==> config.mk <==
export PLATFORM = sky130hd
export DESIGN_NAME = rv32i_register_alu_executor_top
export DESIGN_NICKNAME = d
export VERILOG_FILES = /design/src/rtl/core/rvx_pkg.sv /design/src/rtl/core/rvx_front.sv /design/src/rtl/core/rvx_queue.sv /design/src/rtl/core/rvx_back.sv /design/src/rtl/core/rv32i_register_alu_executor_top.sv
export SDC_FILE = /design/constraint.sdc
export NUM_CORES = 2
export LEC_CHECK = 0
export BUFFER_PORTS_ARGS = -buffer_cell sky130_fd_sc_hd__buf_2
export CAP_MARGIN = 40
export CORE_ASPECT_RATIO = 1.1
export CORE_MARGIN = 8
export CORE_UTILIZATION = 46
export DETAILED_ROUTE_END_ITERATION = 6
export GPL_TIMING_DRIVEN = 0
export PLACE_DENSITY = 0.7
export SKIP_LAST_GASP = 1
export SYNTH_ARGS = -nofsm -noshare
export SYNTH_HDL_FRONTEND = slang
export SYNTH_SLANG_ARGS = --single-unit
==> constraint.sdc <==
create_clock -name clk -period 9.08 [get_ports clk]
set_clock_uncertainty 0.2 [all_clocks]
set_input_delay 0.454 -clock clk [delete_from_list [all_inputs] [get_ports clk]]
set_output_delay 0.454 -clock clk [all_outputs]
set_load 0.01 [all_outputs]
==> src/rtl/core/rvx_pkg.sv <==
// shared types and constants for the rv32i register alu executor
package rvx_pkg;

	localparam int XLEN    = 32;
	localparam int REG_W   = 5;
	localparam int SHAMT_W = 5;

	localparam logic [6:0] OP_REG    = 7'h33;
	localparam logic [6:0] OP_LUI    = 7'h37;
	localparam logic [6:0] OP_AUIPC  = 7'h17;
	localparam logic [6:0] OP_LOAD   = 7'h03;
	localparam logic [6:0] OP_FENCE  = 7'h0F;
	localparam logic [6:0] OP_IMM    = 7'h13;
	localparam logic [6:0] OP_JALR   = 7'h67;
	localparam logic [6:0] OP_SYSTEM = 7'h73;
	localparam logic [6:0] OP_STORE  = 7'h23;
	localparam logic [6:0] OP_BRANCH = 7'h63;
	localparam logic [6:0] OP_JAL    = 7'h6F;

	localparam logic [6:0] F7_BASE = 7'b0000000;
	localparam logic [6:0] F7_ALT  = 7'b0100000;

	localparam logic [2:0] F3_ADD  = 3'd0;
	localparam logic [2:0] F3_SLL  = 3'd1;
	localparam logic [2:0] F3_SLT  = 3'd2;
	localparam logic [2:0] F3_SLTU = 3'd3;
	localparam logic [2:0] F3_XOR  = 3'd4;
	localparam logic [2:0] F3_SR   = 3'd5;
	localparam logic [2:0] F3_OR   = 3'd6;
	localparam logic [2:0] F3_AND  = 3'd7;

	typedef enum logic [1:0] {
		ST_EXEC  = 2'd0,
		ST_UNSUP = 2'd1,
		ST_OTHER = 2'd2
	} status_t;

	typedef enum logic [1:0] {
		K_NONE  = 2'd0,
		K_ALU   = 2'd1,
		K_UPPER = 2'd2
	} kind_t;

	typedef enum logic [3:0] {
		ALU_ADD  = 4'd0,
		ALU_SUB  = 4'd1,
		ALU_SLL  = 4'd2,
		ALU_SLT  = 4'd3,
		ALU_SLTU = 4'd4,
		ALU_XOR  = 4'd5,
		ALU_SRL  = 4'd6,
		ALU_SRA  = 4'd7,
		ALU_OR   = 4'd8,
		ALU_AND  = 4'd9
	} alu_op_t;

	// decoded request handed from the front end to the execute side
	typedef struct packed {
		status_t            status;
		kind_t              kind;
		alu_op_t            alu_op;
		logic [REG_W-1:0]   rd;
		logic [REG_W-1:0]   rs1;
		logic [REG_W-1:0]   rs2;
		logic [XLEN-1:0]    upper;
	} rvx_req_t;

endpackage

==> src/rtl/core/rvx_front.sv <==
// front end: decodes and classifies each instruction request
module rvx_front import rvx_pkg::*; (
	input  logic [XLEN-1:0] instruction,
	input  logic [XLEN-1:0] pc,
	input  logic            in_valid,
	output logic            in_stall,
	input  logic            q_full,
	output logic            q_push,
	output rvx_req_t        q_req
);

	logic [6:0]      op;
	logic [2:0]      f3;
	logic [6:0]      f7;
	logic [XLEN-1:0] u_imm;
	logic            f7_ok;

	assign op    = instruction[6:0];
	assign f3    = instruction[14:12];
	assign f7    = instruction[31:25];
	assign u_imm = {instruction[31:12], 12'b0};

	// alternate funct7 only for add/sub and the right shifts
	assign f7_ok = (f7 == F7_BASE) || ((f7 == F7_ALT) && ((f3 == F3_ADD) || (f3 == F3_SR)));

	assign in_stall = q_full;
	assign q_push   = in_valid && !q_full;

	always_comb begin
		q_req.status = ST_UNSUP;
		q_req.kind   = K_NONE;
		q_req.alu_op = ALU_ADD;
		q_req.rd     = instruction[11:7];
		q_req.rs1    = instruction[19:15];
		q_req.rs2    = instruction[24:20];
		q_req.upper  = '0;
		case (op)
			OP_REG: begin
				if (f7_ok) begin
					q_req.status = ST_EXEC;
					q_req.kind   = K_ALU;
					case (f3)
						F3_ADD:  q_req.alu_op = (f7 == F7_ALT) ? ALU_SUB : ALU_ADD;
						F3_SLL:  q_req.alu_op = ALU_SLL;
						F3_SLT:  q_req.alu_op = ALU_SLT;
						F3_SLTU: q_req.alu_op = ALU_SLTU;
						F3_XOR:  q_req.alu_op = ALU_XOR;
						F3_SR:   q_req.alu_op = (f7 == F7_ALT) ? ALU_SRA : ALU_SRL;
						F3_OR:   q_req.alu_op = ALU_OR;
						F3_AND:  q_req.alu_op = ALU_AND;
						default: q_req.alu_op = ALU_ADD;
					endcase
				end
			end
			OP_LUI: begin
				q_req.status = ST_EXEC;
				q_req.kind   = K_UPPER;
				q_req.upper  = u_imm;
			end
			OP_AUIPC: begin
				q_req.status = ST_EXEC;
				q_req.kind   = K_UPPER;
				q_req.upper  = pc + u_imm;
			end
			OP_LOAD, OP_FENCE, OP_IMM, OP_JALR, OP_SYSTEM,
			OP_STORE, OP_BRANCH, OP_JAL: begin
				q_req.status = ST_OTHER;
			end
			default: begin
				q_req.status = ST_UNSUP;
			end
		endcase
	end

endmodule

==> src/rtl/core/rvx_queue.sv <==
// small fifo of decoded requests between front end and execute side
module rvx_queue import rvx_pkg::*; #(
	parameter int DEPTH = 4
) (
	input  logic     clk,
	input  logic     arst_n,
	input  logic     push,
	input  rvx_req_t push_req,
	output logic     full,
	input  logic     pop,
	output logic     q_valid,
	output rvx_req_t q_req
);

	localparam int PTR_W = $clog2(DEPTH);
	localparam int CNT_W = $clog2(DEPTH + 1);

	rvx_req_t         slot_q [DEPTH];
	logic [PTR_W-1:0] wr_ptr_q;
	logic [PTR_W-1:0] rd_ptr_q;
	logic [CNT_W-1:0] cnt_q;

	assign full    = (cnt_q == CNT_W'(DEPTH));
	assign q_valid = (cnt_q != '0);
	assign q_req   = slot_q[rd_ptr_q];

	always_ff @(posedge clk) begin
		if (push) begin
			slot_q[wr_ptr_q] <= push_req;
		end
	end

	always_ff @(posedge clk or negedge arst_n) begin
		if (!arst_n) begin
			wr_ptr_q <= '0;
			rd_ptr_q <= '0;
			cnt_q    <= '0;
		end else begin
			if (push) begin
				wr_ptr_q <= (wr_ptr_q == PTR_W'(DEPTH - 1)) ? '0 : wr_ptr_q + 1'b1;
			end
			if (pop) begin
				rd_ptr_q <= (rd_ptr_q == PTR_W'(DEPTH - 1)) ? '0 : rd_ptr_q + 1'b1;
			end
			case ({push, pop})
				2'b10:   cnt_q <= cnt_q + 1'b1;
				2'b01:   cnt_q <= cnt_q - 1'b1;
				default: cnt_q <= cnt_q;
			endcase
		end
	end

endmodule

==> src/rtl/core/rvx_back.sv <==
// execute side: register file read, alu, write back and output register
module rvx_back import rvx_pkg::*; (
	input  logic              clk,
	input  logic              arst_n,
	input  logic              q_valid,
	input  rvx_req_t          q_req,
	output logic              q_pop,
	output logic              out_valid,
	input  logic              out_stall,
	output logic [1:0]        status,
	output logic              write_enable,
	output logic [REG_W-1:0]  dest_reg,
	output logic [XLEN-1:0]   write_value
);

	localparam int NREG = 2 ** REG_W;

	logic [XLEN-1:0]  rf_mem [NREG];
	logic [NREG-1:0]  rf_vld_q;

	logic             vld_s1;
	rvx_req_t         req_s1;
	logic [XLEN-1:0]  rfa_s1;
	logic [XLEN-1:0]  rfb_s1;
	logic             ok_a_s1;
	logic             ok_b_s1;
	logic             fwd_a_s1;
	logic             fwd_b_s1;
	logic [XLEN-1:0]  fwd_val_s1;

	logic             out_vld_q;
	status_t          status_q;
	logic             we_q;
	logic [REG_W-1:0] rd_q;
	logic [XLEN-1:0]  val_q;

	logic             exec_fire;
	logic             load_s1;
	logic             wr_en;
	logic [XLEN-1:0]  op_a;
	logic [XLEN-1:0]  op_b;
	logic [SHAMT_W-1:0] sh;
	logic [XLEN-1:0]  alu_val;
	logic [XLEN-1:0]  exe_val;

	assign exec_fire = vld_s1 && (!out_vld_q || !out_stall);
	assign load_s1   = !vld_s1 || exec_fire;
	assign q_pop     = q_valid && load_s1;
	assign wr_en     = exec_fire && (req_s1.status == ST_EXEC) && (req_s1.rd != '0);

	// bypass the write landing at the same edge, unwritten entries read zero
	assign op_a = fwd_a_s1 ? fwd_val_s1 : (ok_a_s1 ? rfa_s1 : '0);
	assign op_b = fwd_b_s1 ? fwd_val_s1 : (ok_b_s1 ? rfb_s1 : '0);
	assign sh   = op_b[SHAMT_W-1:0];

	always_comb begin
		case (req_s1.alu_op)
			ALU_ADD:  alu_val = op_a + op_b;
			ALU_SUB:  alu_val = op_a - op_b;
			ALU_SLL:  alu_val = op_a << sh;
			ALU_SLT:  alu_val = {{(XLEN-1){1'b0}}, $signed(op_a) < $signed(op_b)};
			ALU_SLTU: alu_val = {{(XLEN-1){1'b0}}, op_a < op_b};
			ALU_XOR:  alu_val = op_a ^ op_b;
			ALU_SRL:  alu_val = op_a >> sh;
			ALU_SRA:  alu_val = XLEN'($signed(op_a) >>> sh);
			ALU_OR:   alu_val = op_a | op_b;
			ALU_AND:  alu_val = op_a & op_b;
			default:  alu_val = '0;
		endcase
	end

	always_comb begin
		case (req_s1.kind)
			K_ALU:   exe_val = alu_val;
			K_UPPER: exe_val = req_s1.upper;
			default: exe_val = '0;
		endcase
	end

	always_ff @(posedge clk) begin
		if (wr_en) begin
			rf_mem[req_s1.rd] <= exe_val;
		end
		if (q_pop) begin
			rfa_s1     <= rf_mem[q_req.rs1];
			rfb_s1     <= rf_mem[q_req.rs2];
			req_s1     <= q_req;
			ok_a_s1    <= rf_vld_q[q_req.rs1];
			ok_b_s1    <= rf_vld_q[q_req.rs2];
			fwd_a_s1   <= wr_en && (req_s1.rd == q_req.rs1);
			fwd_b_s1   <= wr_en && (req_s1.rd == q_req.rs2);
			fwd_val_s1 <= exe_val;
		end
		if (exec_fire) begin
			status_q <= req_s1.status;
			we_q     <= wr_en;
			rd_q     <= req_s1.rd;
			val_q    <= exe_val;
		end
	end

	always_ff @(posedge clk or negedge arst_n) begin
		if (!arst_n) begin
			rf_vld_q  <= '0;
			vld_s1    <= 1'b0;
			out_vld_q <= 1'b0;
		end else begin
			if (wr_en) begin
				rf_vld_q[req_s1.rd] <= 1'b1;
			end
			if (load_s1) begin
				vld_s1 <= q_valid;
			end
			if (exec_fire) begin
				out_vld_q <= 1'b1;
			end else if (!out_stall) begin
				out_vld_q <= 1'b0;
			end
		end
	end

	assign out_valid    = out_vld_q;
	assign status       = status_q;
	assign write_enable = we_q;
	assign dest_reg     = rd_q;
	assign write_value  = val_q;

`ifndef SYNTHESIS
	a_fire_fills_out: assert property (@(posedge clk) disable iff (!arst_n)
		exec_fire |=> out_vld_q)
		else $error("executed request did not reach the output register");

	a_we_only_exec: assert property (@(posedge clk) disable iff (!arst_n)
		out_vld_q && we_q |-> status_q == ST_EXEC && rd_q != '0)
		else $error("register write reported for a request that did not execute");

	a_x0_never_valid: assert property (@(posedge clk) disable iff (!arst_n)
		!rf_vld_q[0])
		else $error("x0 marked as written");

	a_fwd_needs_fire: assert property (@(posedge clk) disable iff (!arst_n)
		q_pop && wr_en |=> vld_s1)
		else $error("request lost while a write back was bypassed");
`endif

endmodule

==> src/rtl/core/rv32i_register_alu_executor_top.sv <==
// top level of the rv32i register alu executor
// throughput: one instruction per cycle sustained while out_stall is low, set by the single execute stage
// path: an accepted request is written into the queue, read from the register file into the execute stage,
//   then taken through the alu into the output register
// the decode queue holds QUEUE_DEPTH requests, so input and output stall independently
// reset: arst_n clears the queue, pipeline valids and the per-register written flags;
//   unwritten registers read zero, so no clearing pass is needed
module rv32i_register_alu_executor_top import rvx_pkg::*; #(
	parameter int QUEUE_DEPTH = 4
) (
	input  logic              clk,
	input  logic              arst_n,
	// instruction requests
	input  logic              in_valid,
	output logic              in_stall,
	input  logic [XLEN-1:0]   instruction,
	input  logic [XLEN-1:0]   pc,
	// results
	output logic              out_valid,
	input  logic              out_stall,
	output logic [1:0]        status,
	output logic              write_enable,
	output logic [REG_W-1:0]  dest_reg,
	output logic [XLEN-1:0]   write_value
);

	// front end to queue
	logic     q_full;
	logic     q_push;
	rvx_req_t push_req;

	// queue to execute side
	logic     q_valid;
	logic     q_pop;
	rvx_req_t q_req;

	// decode: classify opcode and funct fields, fold auipc add in here
	rvx_front u_front (
		.instruction (instruction),
		.pc          (pc),
		.in_valid    (in_valid),
		.in_stall    (in_stall),
		.q_full      (q_full),
		.q_push      (q_push),
		.q_req       (push_req)
	);

	// decouples decode from execute so each side can stall alone
	rvx_queue #(
		.DEPTH (QUEUE_DEPTH)
	) u_queue (
		.clk      (clk),
		.arst_n   (arst_n),
		.push     (q_push),
		.push_req (push_req),
		.full     (q_full),
		.pop      (q_pop),
		.q_valid  (q_valid),
		.q_req    (q_req)
	);

	// register file read, alu, write back with same-edge bypass, output register
	rvx_back u_back (
		.clk          (clk),
		.arst_n       (arst_n),
		.q_valid      (q_valid),
		.q_req        (q_req),
		.q_pop        (q_pop),
		.out_valid    (out_valid),
		.out_stall    (out_stall),
		.status       (status),
		.write_enable (write_enable),
		.dest_reg     (dest_reg),
		.write_value  (write_value)
	);

endmodule

# --- Yosys cells after proc, flatten, opt, wreduce, memory -nomap -nowiden ---
# Memories as Yosys holds them, arrays and structs flattened. A register that Yosys moved wholly into a read port is not among the register bits.
# Index checks and enable logic that the tools add are counted.
op_classes:
  addsub: 7
  n_lt_le_gt_ge: 6
  eq_ne: 38
  shifts: 3
  muxes: 29
  n_bitwise: 4
  reduce_logical: 26
op_table:
  columns: ["cell", "count"]
  rows:
  - ["32-bit case mux with 10 select lines", 1]
  - ["32-bit 2-to-1 mux", 4]
  - ["32-bit case mux with 2 select lines", 2]
  - ["32-bit adder", 2]
  - ["32-bit less-than comparator", 2]
  - ["32-bit bitwise OR", 2]
  - ["32-bit bitwise AND", 1]
  - ["4-bit case mux with 8 select lines", 1]
  - ["32-bit by 5-bit << shifter with 32-bit output", 1]
  - ["32-bit by 5-bit right shift with 32-bit output", 1]
  - ["32-bit by 5-bit >>> shifter with 32-bit output", 1]
  - ["32-bit subtractor", 1]
  - ["32-bit XOR", 1]
  - ["7-bit by 6-bit equality test with 1-bit output (second input constant)", 4]
  - ["7-bit equality test (second input constant)", 4]
  - ["5-bit by 6-bit less-than comparator with 1-bit output (second input constant)", 3]
  - ["4-bit by 3-bit equality test with 1-bit output (second input constant)", 4]
  - ["3-bit equality test (second input constant)", 5]
  - ["7-bit by 5-bit equality test with 1-bit output (second input constant)", 2]
  - ["1-bit 2-to-1 mux", 11]
  - ["1-bit binary-select mux with 5-bit select", 2]
  - ["5-bit equality test", 2]
  - ["1-bit logical AND", 9]
  - ["2-bit equality test (second input constant)", 4]
  - ["31 further kinds", 43]
totals:
  register_bits: 162
  ram_bits: 1244
  inputBits: 68
  out_inout_bits: 42
  word_cells: 135
  n_memories: 2
memory_table:
  columns: ["name", "words", "width", "rd", "rd_clocked_by_memory_dff", "wr", "line_no", "rtl"]
  rows:
  - ["u_back.rf_mem", 32, 32, 2, 2, 1, "rvx_back.sv:18", "logic [XLEN-1:0] rf_mem [NREG];"]
  - ["u_queue.slot_q", 4, 55, 1, 0, 1, "rvx_queue.sv:18", "rvx_req_t slot_q [DEPTH];"]

# --- Longest topological paths before layout ---
depth:
  ltp_word: 7
  mapped_depth: 19
  mapped_depth_nobuf: 16

# --- Hierarchy ---
# Synthesis repeated with hierarchy kept, for this count alone.
hier_totals:
  hier_cells: 4371
  hier_area_um2: 74687.9
modules_own_cells:
  columns: ["module", "instances", "cells_each", "area_each_um2", "seq_area_each_um2"]
  rows:
  - ["rvx_back", 1, 3799, 64693.3, 37155.6]
  - ["rvx_queue", 1, 326, 8349.3, 6781.5]
  - ["rvx_front", 1, 246, 1645.3, 0.0]

# --- Worst setup path after synthesis ---
# No wires, ideal clock.
synth_path:
  path_kind: "input-to-reg"
  start: "in out_stall"
  end: "reg u_queue.cnt_q[2]"
  setup_time_ns: 0.079
  arrival_time_ns: 10.386
  required_ns: 8.801
  slack_ns: -1.585
  cell_stages: 7
  path_buffers: 0
  path_cell_list: "a31oi_1 ha_1 inv_1 fa_1 xor2_1 nor2_1 xor2_1"
synth_between:
  elab_chain_cells: 7
  elab_cells_between_ends: 9
  classes_between: "2 x eq/ne; 1 x mux; 6 x reduce/logical"
synth_lines:
  columns: ["item", "line_no", "rtl"]
  rows:
  - ["start: declaration", "rv32i_register_alu_executor_top.sv:20", "input logic out_stall,"]
  - ["1-bit logical NOT (*)", "rvx_back.sv:46", "assign exec_fire = vld_s1 && (!out_vld_q || !out_stall);"]
  - ["1-bit logical OR (*)", "rvx_back.sv:46", null]
  - ["1-bit logical AND (*)", "rvx_back.sv:46", null]
  - ["1-bit logical OR (*)", "rvx_back.sv:47", "assign load_s1 = !vld_s1 || exec_fire;"]
  - ["1-bit logical AND (*)", "rvx_back.sv:48", "assign q_pop = q_valid && load_s1;"]
  - ["2-bit by 1-bit equality test with 1-bit output or 2-bit equality test (tied branches)", "rvx_queue.sv:45", "case ({push, pop})"]
  - ["3-bit case mux with 2 select lines or 2-bit nonzero test (tied branches)", null, null]
  - ["end signal: assignment", "rvx_queue.sv:46", "2'b10: cnt_q <= cnt_q + 1'b1;"]
  - ["end signal: assignment", "rvx_queue.sv:47", "2'b01: cnt_q <= cnt_q - 1'b1;"]
  - ["end signal: assignment", "rvx_queue.sv:48", "default: cnt_q <= cnt_q;"]
  - ["end: declaration", "rvx_queue.sv:21", "logic [CNT_W-1:0] cnt_q;"]
# Mark *: on every way between the ends. The rest lies on a longest branch, timed or not.
# A chain may end at the register's enable or synchronous reset.

# --- Worst setup path after layout ---
layout_path:
  start: "reg u_back.fwd_b_s1"
  end: "mem u_back.rf_mem[28][0] (data pin)"
layout_between:
  elab_chain_cells: 4
  elab_cells_between_ends: 13
  classes_between: "2 x add/sub; 2 x order compare; 3 x shift; 3 x mux; 3 x bitwise"
layout_lines:
  columns: ["item", "line_no", "rtl"]
  rows:
  - ["start: declaration", "rvx_back.sv:28", "logic fwd_b_s1;"]
  - ["start signal: assignment", "rvx_back.sv:91", "fwd_b_s1 <= wr_en && (req_s1.rd == q_req.rs2);"]
  - ["32-bit 2-to-1 mux (*)", "rvx_back.sv:53", "assign op_b = fwd_b_s1 ? fwd_val_s1 : (ok_b_s1 ? rfb_s1 : '0);"]
  - ["32-bit subtractor (tied with other cells)", "rvx_back.sv:59", "ALU_SUB: alu_val = op_a - op_b;"]
  - ["32-bit case mux with 10 select lines (*)", "rvx_back.sv:57", "case (req_s1.alu_op)"]
  - ["32-bit case mux with 2 select lines (*)", "rvx_back.sv:73", "case (req_s1.kind)"]
  - ["via u_back.exe_val[0]", "rvx_back.sv:44", "logic [XLEN-1:0] exe_val;"]
  - ["end: declaration", "rvx_back.sv:18", null]
# Mark *: on every way through the listed nets, which the timed path passes. The rest lies on a longest branch.

==> metrics.yaml <==
route:
  wire_per_inst_microns: 33.6
  drt-total-wl_microns: 249000
  num_vias: 49100
  drc: 0
  firstDrtPassIters: 6
  postRouteAntennaNets: 0
  viasPerCell: 6.62
  drt_iter0_markers: 6414
clock_network:
  worstSkewPairLatency_ns: 0.80
  cts_tree: "yes"
  clockBufferDepth: 3
  cts_resized: 0
  clk_transition_reported_paths_ns: 0.06
  cts_buffers: 147
  cts-root-buf: "clkbuf_16"
  cts.sinks: 1470
  htree_levels: 4
finish:
  reg.largest.list: "u_back.rf_mem x1024, u_queue.slot_q x220, u_back.req_s1 x45"
  fillers: 12600
  layout_commonest_cell: "edfxtp_1"
  nets: 5387
  largest_reg_flops: 1024
  regMostFlops: "u_back.rf_mem"
  design_area_sq_um: 85900
  drive_gt1_share_pct: 27.0
  stdcell_count: 7418
  final_cell_mix: "edfxtp_1 (1429), mux4_2 (583), nand2_1 (263)"
  area_delta_synth_final_pct: 15.9
die:
  die_area_sq_um: 174000
  start_util_pct: 46.3
  rows: 154
  die_w_microns: 399
  fp.dieH_microns: 437
  pin_count: 110
  core_sq_um: 160000
power:
  power_switching_uw: 15500
  ir_worst_vdd_mv: 0.263
  clkPwrFrac_pct: 17.4
  seqPwrFrac_pct: 26.7
  p_sw_share_pct: 43.8
  p_comb_share_pct: 55.8
  total_power_uw: 35400
  intPower_uw: 19900
  power.density_nw_per_um2: 412
  cellLeakagePower_uw: 0.0289
critical_path:
  cp_data_arrival_time_ns: 7.93
  crit_path_start_kind: "flop"
  required_ns: 9.50
  cp_max_fo: 21
  critPathCaptureType: "flop"
  crit_type: "reg -> reg"
sta:
  slew_viol_final: 0
  timing.hold.ws_ns: 0.0311
  setup_viol: 0
  tns_ns: 0
  period_needed_ns: 7.51
  min_period_over_period_pct: 82.7
  slew_headroom_pct: 30.5
  hold_viol_final: 0
  rsz0062_at_grt: "false"
  worst_pin_slew_ns: 1.04
  clock.fmax_ghz: 0.133
synthesis:
  syn-mean-instance-area_sq_um: 15.8
  ys_types: 81
  ys.flop_type: "edfxtp_1"
  syn_area_sq_um: 74100
  yosys_warnings: 0
  ys_seq_area_share_pct: 59.3
  async_flop_share_pct: 2.79
  ys_ff_latch: 1470
  netlist_instances: 4694
  synth_edf_count: 1429
placement:
  place_congestion: 1.04
  dpl_cell_area_sq_um: 80500
  dp_cells: 7102
  io_buffers: 109
  hpwl_microns: 186000
run:
  max_cap_viol_count: 0
global_routing:
  grt_pass1_vias: 49400
  grt_pass1_wl_microns: 354000
  grt_usage_pct: 28.0
  grt_max_degree: 54
  antenna_found_initial: 9
  gr-total-overflow: 0
run_status:
  status: "finished, final reports clean"
hold_path:
  hold_class: "in -> async"
## path summary, 6_finish.rpt
check                                   start                    end  slack [ns]  cells past startpoint
max                           u_back.fwd_b_s1   u_back.rf_mem[28][0]        1.57                     19
min                                    arst_n    u_queue.rd_ptr_q[0]        0.03                      3
max reg2reg                   u_back.fwd_b_s1   u_back.rf_mem[28][0]        1.57                     19
min reg2reg                u_back.rf_vld_q[0]     u_back.rf_vld_q[0]        0.29                      1
max in group asynchronous              arst_n       u_back.out_valid        7.83                      3
min in group clk              instruction[13]  u_queue.slot_q[1][13]        0.07                      3
## cell families after synthesis
family                     share of synthesized area (%)
other                                            0.00506
xor gates and xnor gates                           0.662
buffers and inverters                               2.49
AOI/OAI and AO/OA                                   7.40
muxes                                               23.3
and+or+nand+nor                                     4.63
DFF                                                 59.3
adders and majority gates                           2.20
## power by group through the flow
| stage | registers (uW) | logic [uW] | clock network, uW |
|---|---|---|---|
| finish | 9440 | 19800 | 6170 |
| global route | 9510 | 20500 | 6450 |
| CTS | 9440 | 19300 | 6220 |
| detailed placement | 9560 | 19200 | 0 |
| global placement | 9710 | 18000 | 0 |
| floorplan | 9480 | 11500 | 0 |
## metal layers
layer / up-vias / GRT usage (%) / share of wire (%)
met3: 673 / 5.61 / 9.1
li1: 20000 / - / -
met1: 25300 / 35.3 / 37
met2: 3090 / 46.4 / 49
met4: 10 / 13.7 / 5.7
met5: - / 0 / 0.028
## repair_timing
item                      4_1_cts  5_1_grt
buffers inserted                0        0
hold buffers                   44        0
hold endpoints to repair      207        0
## cells in the mapped netlist, types with 38 or more instances
| cell type | instances | share of area (%) |
|---|---|---|
| edfxtp_1 | 1429 | 58 |
| mux4_2 | 583 | 18 |
| nor2_1 | 281 | 1.4 |
| nand2_1 | 263 | 1.3 |
| mux2i_1 | 237 | 3.2 |
| a21oi_1 | 220 | 1.5 |
| o21ai_0 | 193 | 1.3 |
| clkbuf_1 | 180 | 0.91 |
| mux2_2 | 155 | 2.4 |
| ha_1 | 124 | 2.1 |
| inv_1 | 111 | 0.56 |
| o211ai_1 | 104 | 1.1 |
| buf_1 | 76 | 0.39 |
| buf_2 | 76 | 0.51 |
| a22o_1 | 66 | 0.78 |
| xnor2_1 | 42 | 0.50 |
| dfrtp_1 | 41 | 1.4 |
| nor3_1 | 39 | 0.26 |
| nand3_1 | 38 | 0.26 |
## area by class of cell
cell class	count	area [sq um]	share of cell area, %
antenna	2	5.00	0.00583
buffer	343	1420	1.66
clock buffer	176	3890	4.53
clock inverter	92	1020	1.18
inverter	112	420	0.490
multi-input combinational	2800	29000	33.7
sequential	1470	43900	51.2
tap	2106	2640	3.07
timing repair buffer	317	3560	4.15
## worst max-delay path, stage by stage, from the launching register on
cell and delay, ns:
edfxtp_1 0.35, buf_2 0.17, nor2b_1 0.26, a22o_1 0.38, buf_2 0.40, buf_2 0.37
buf_2 0.41, ha_1 0.26, inv_1 0.07, fa_1 0.44, nor2b_1 0.16, o31ai_1 0.54
nand2_1 0.28, a211oi_1 0.60, o31ai_1 0.24, a221o_1 0.40, a31oi_1 0.45, o31ai_1 0.24
a22oi_2 0.81, buf_8 0.27
## metrics by stage
stage | setup WS, ns | util (%)
floorplan | 2.28 | -
global placement | -2.97 | 48.3
detailed placement | 1.90 | 50.3
CTS | 1.90 | 53.6
global route | 1.52 | 53.6
finish | 1.57 | 53.6
Note: power is estimated with default switching activity, not from simulation.
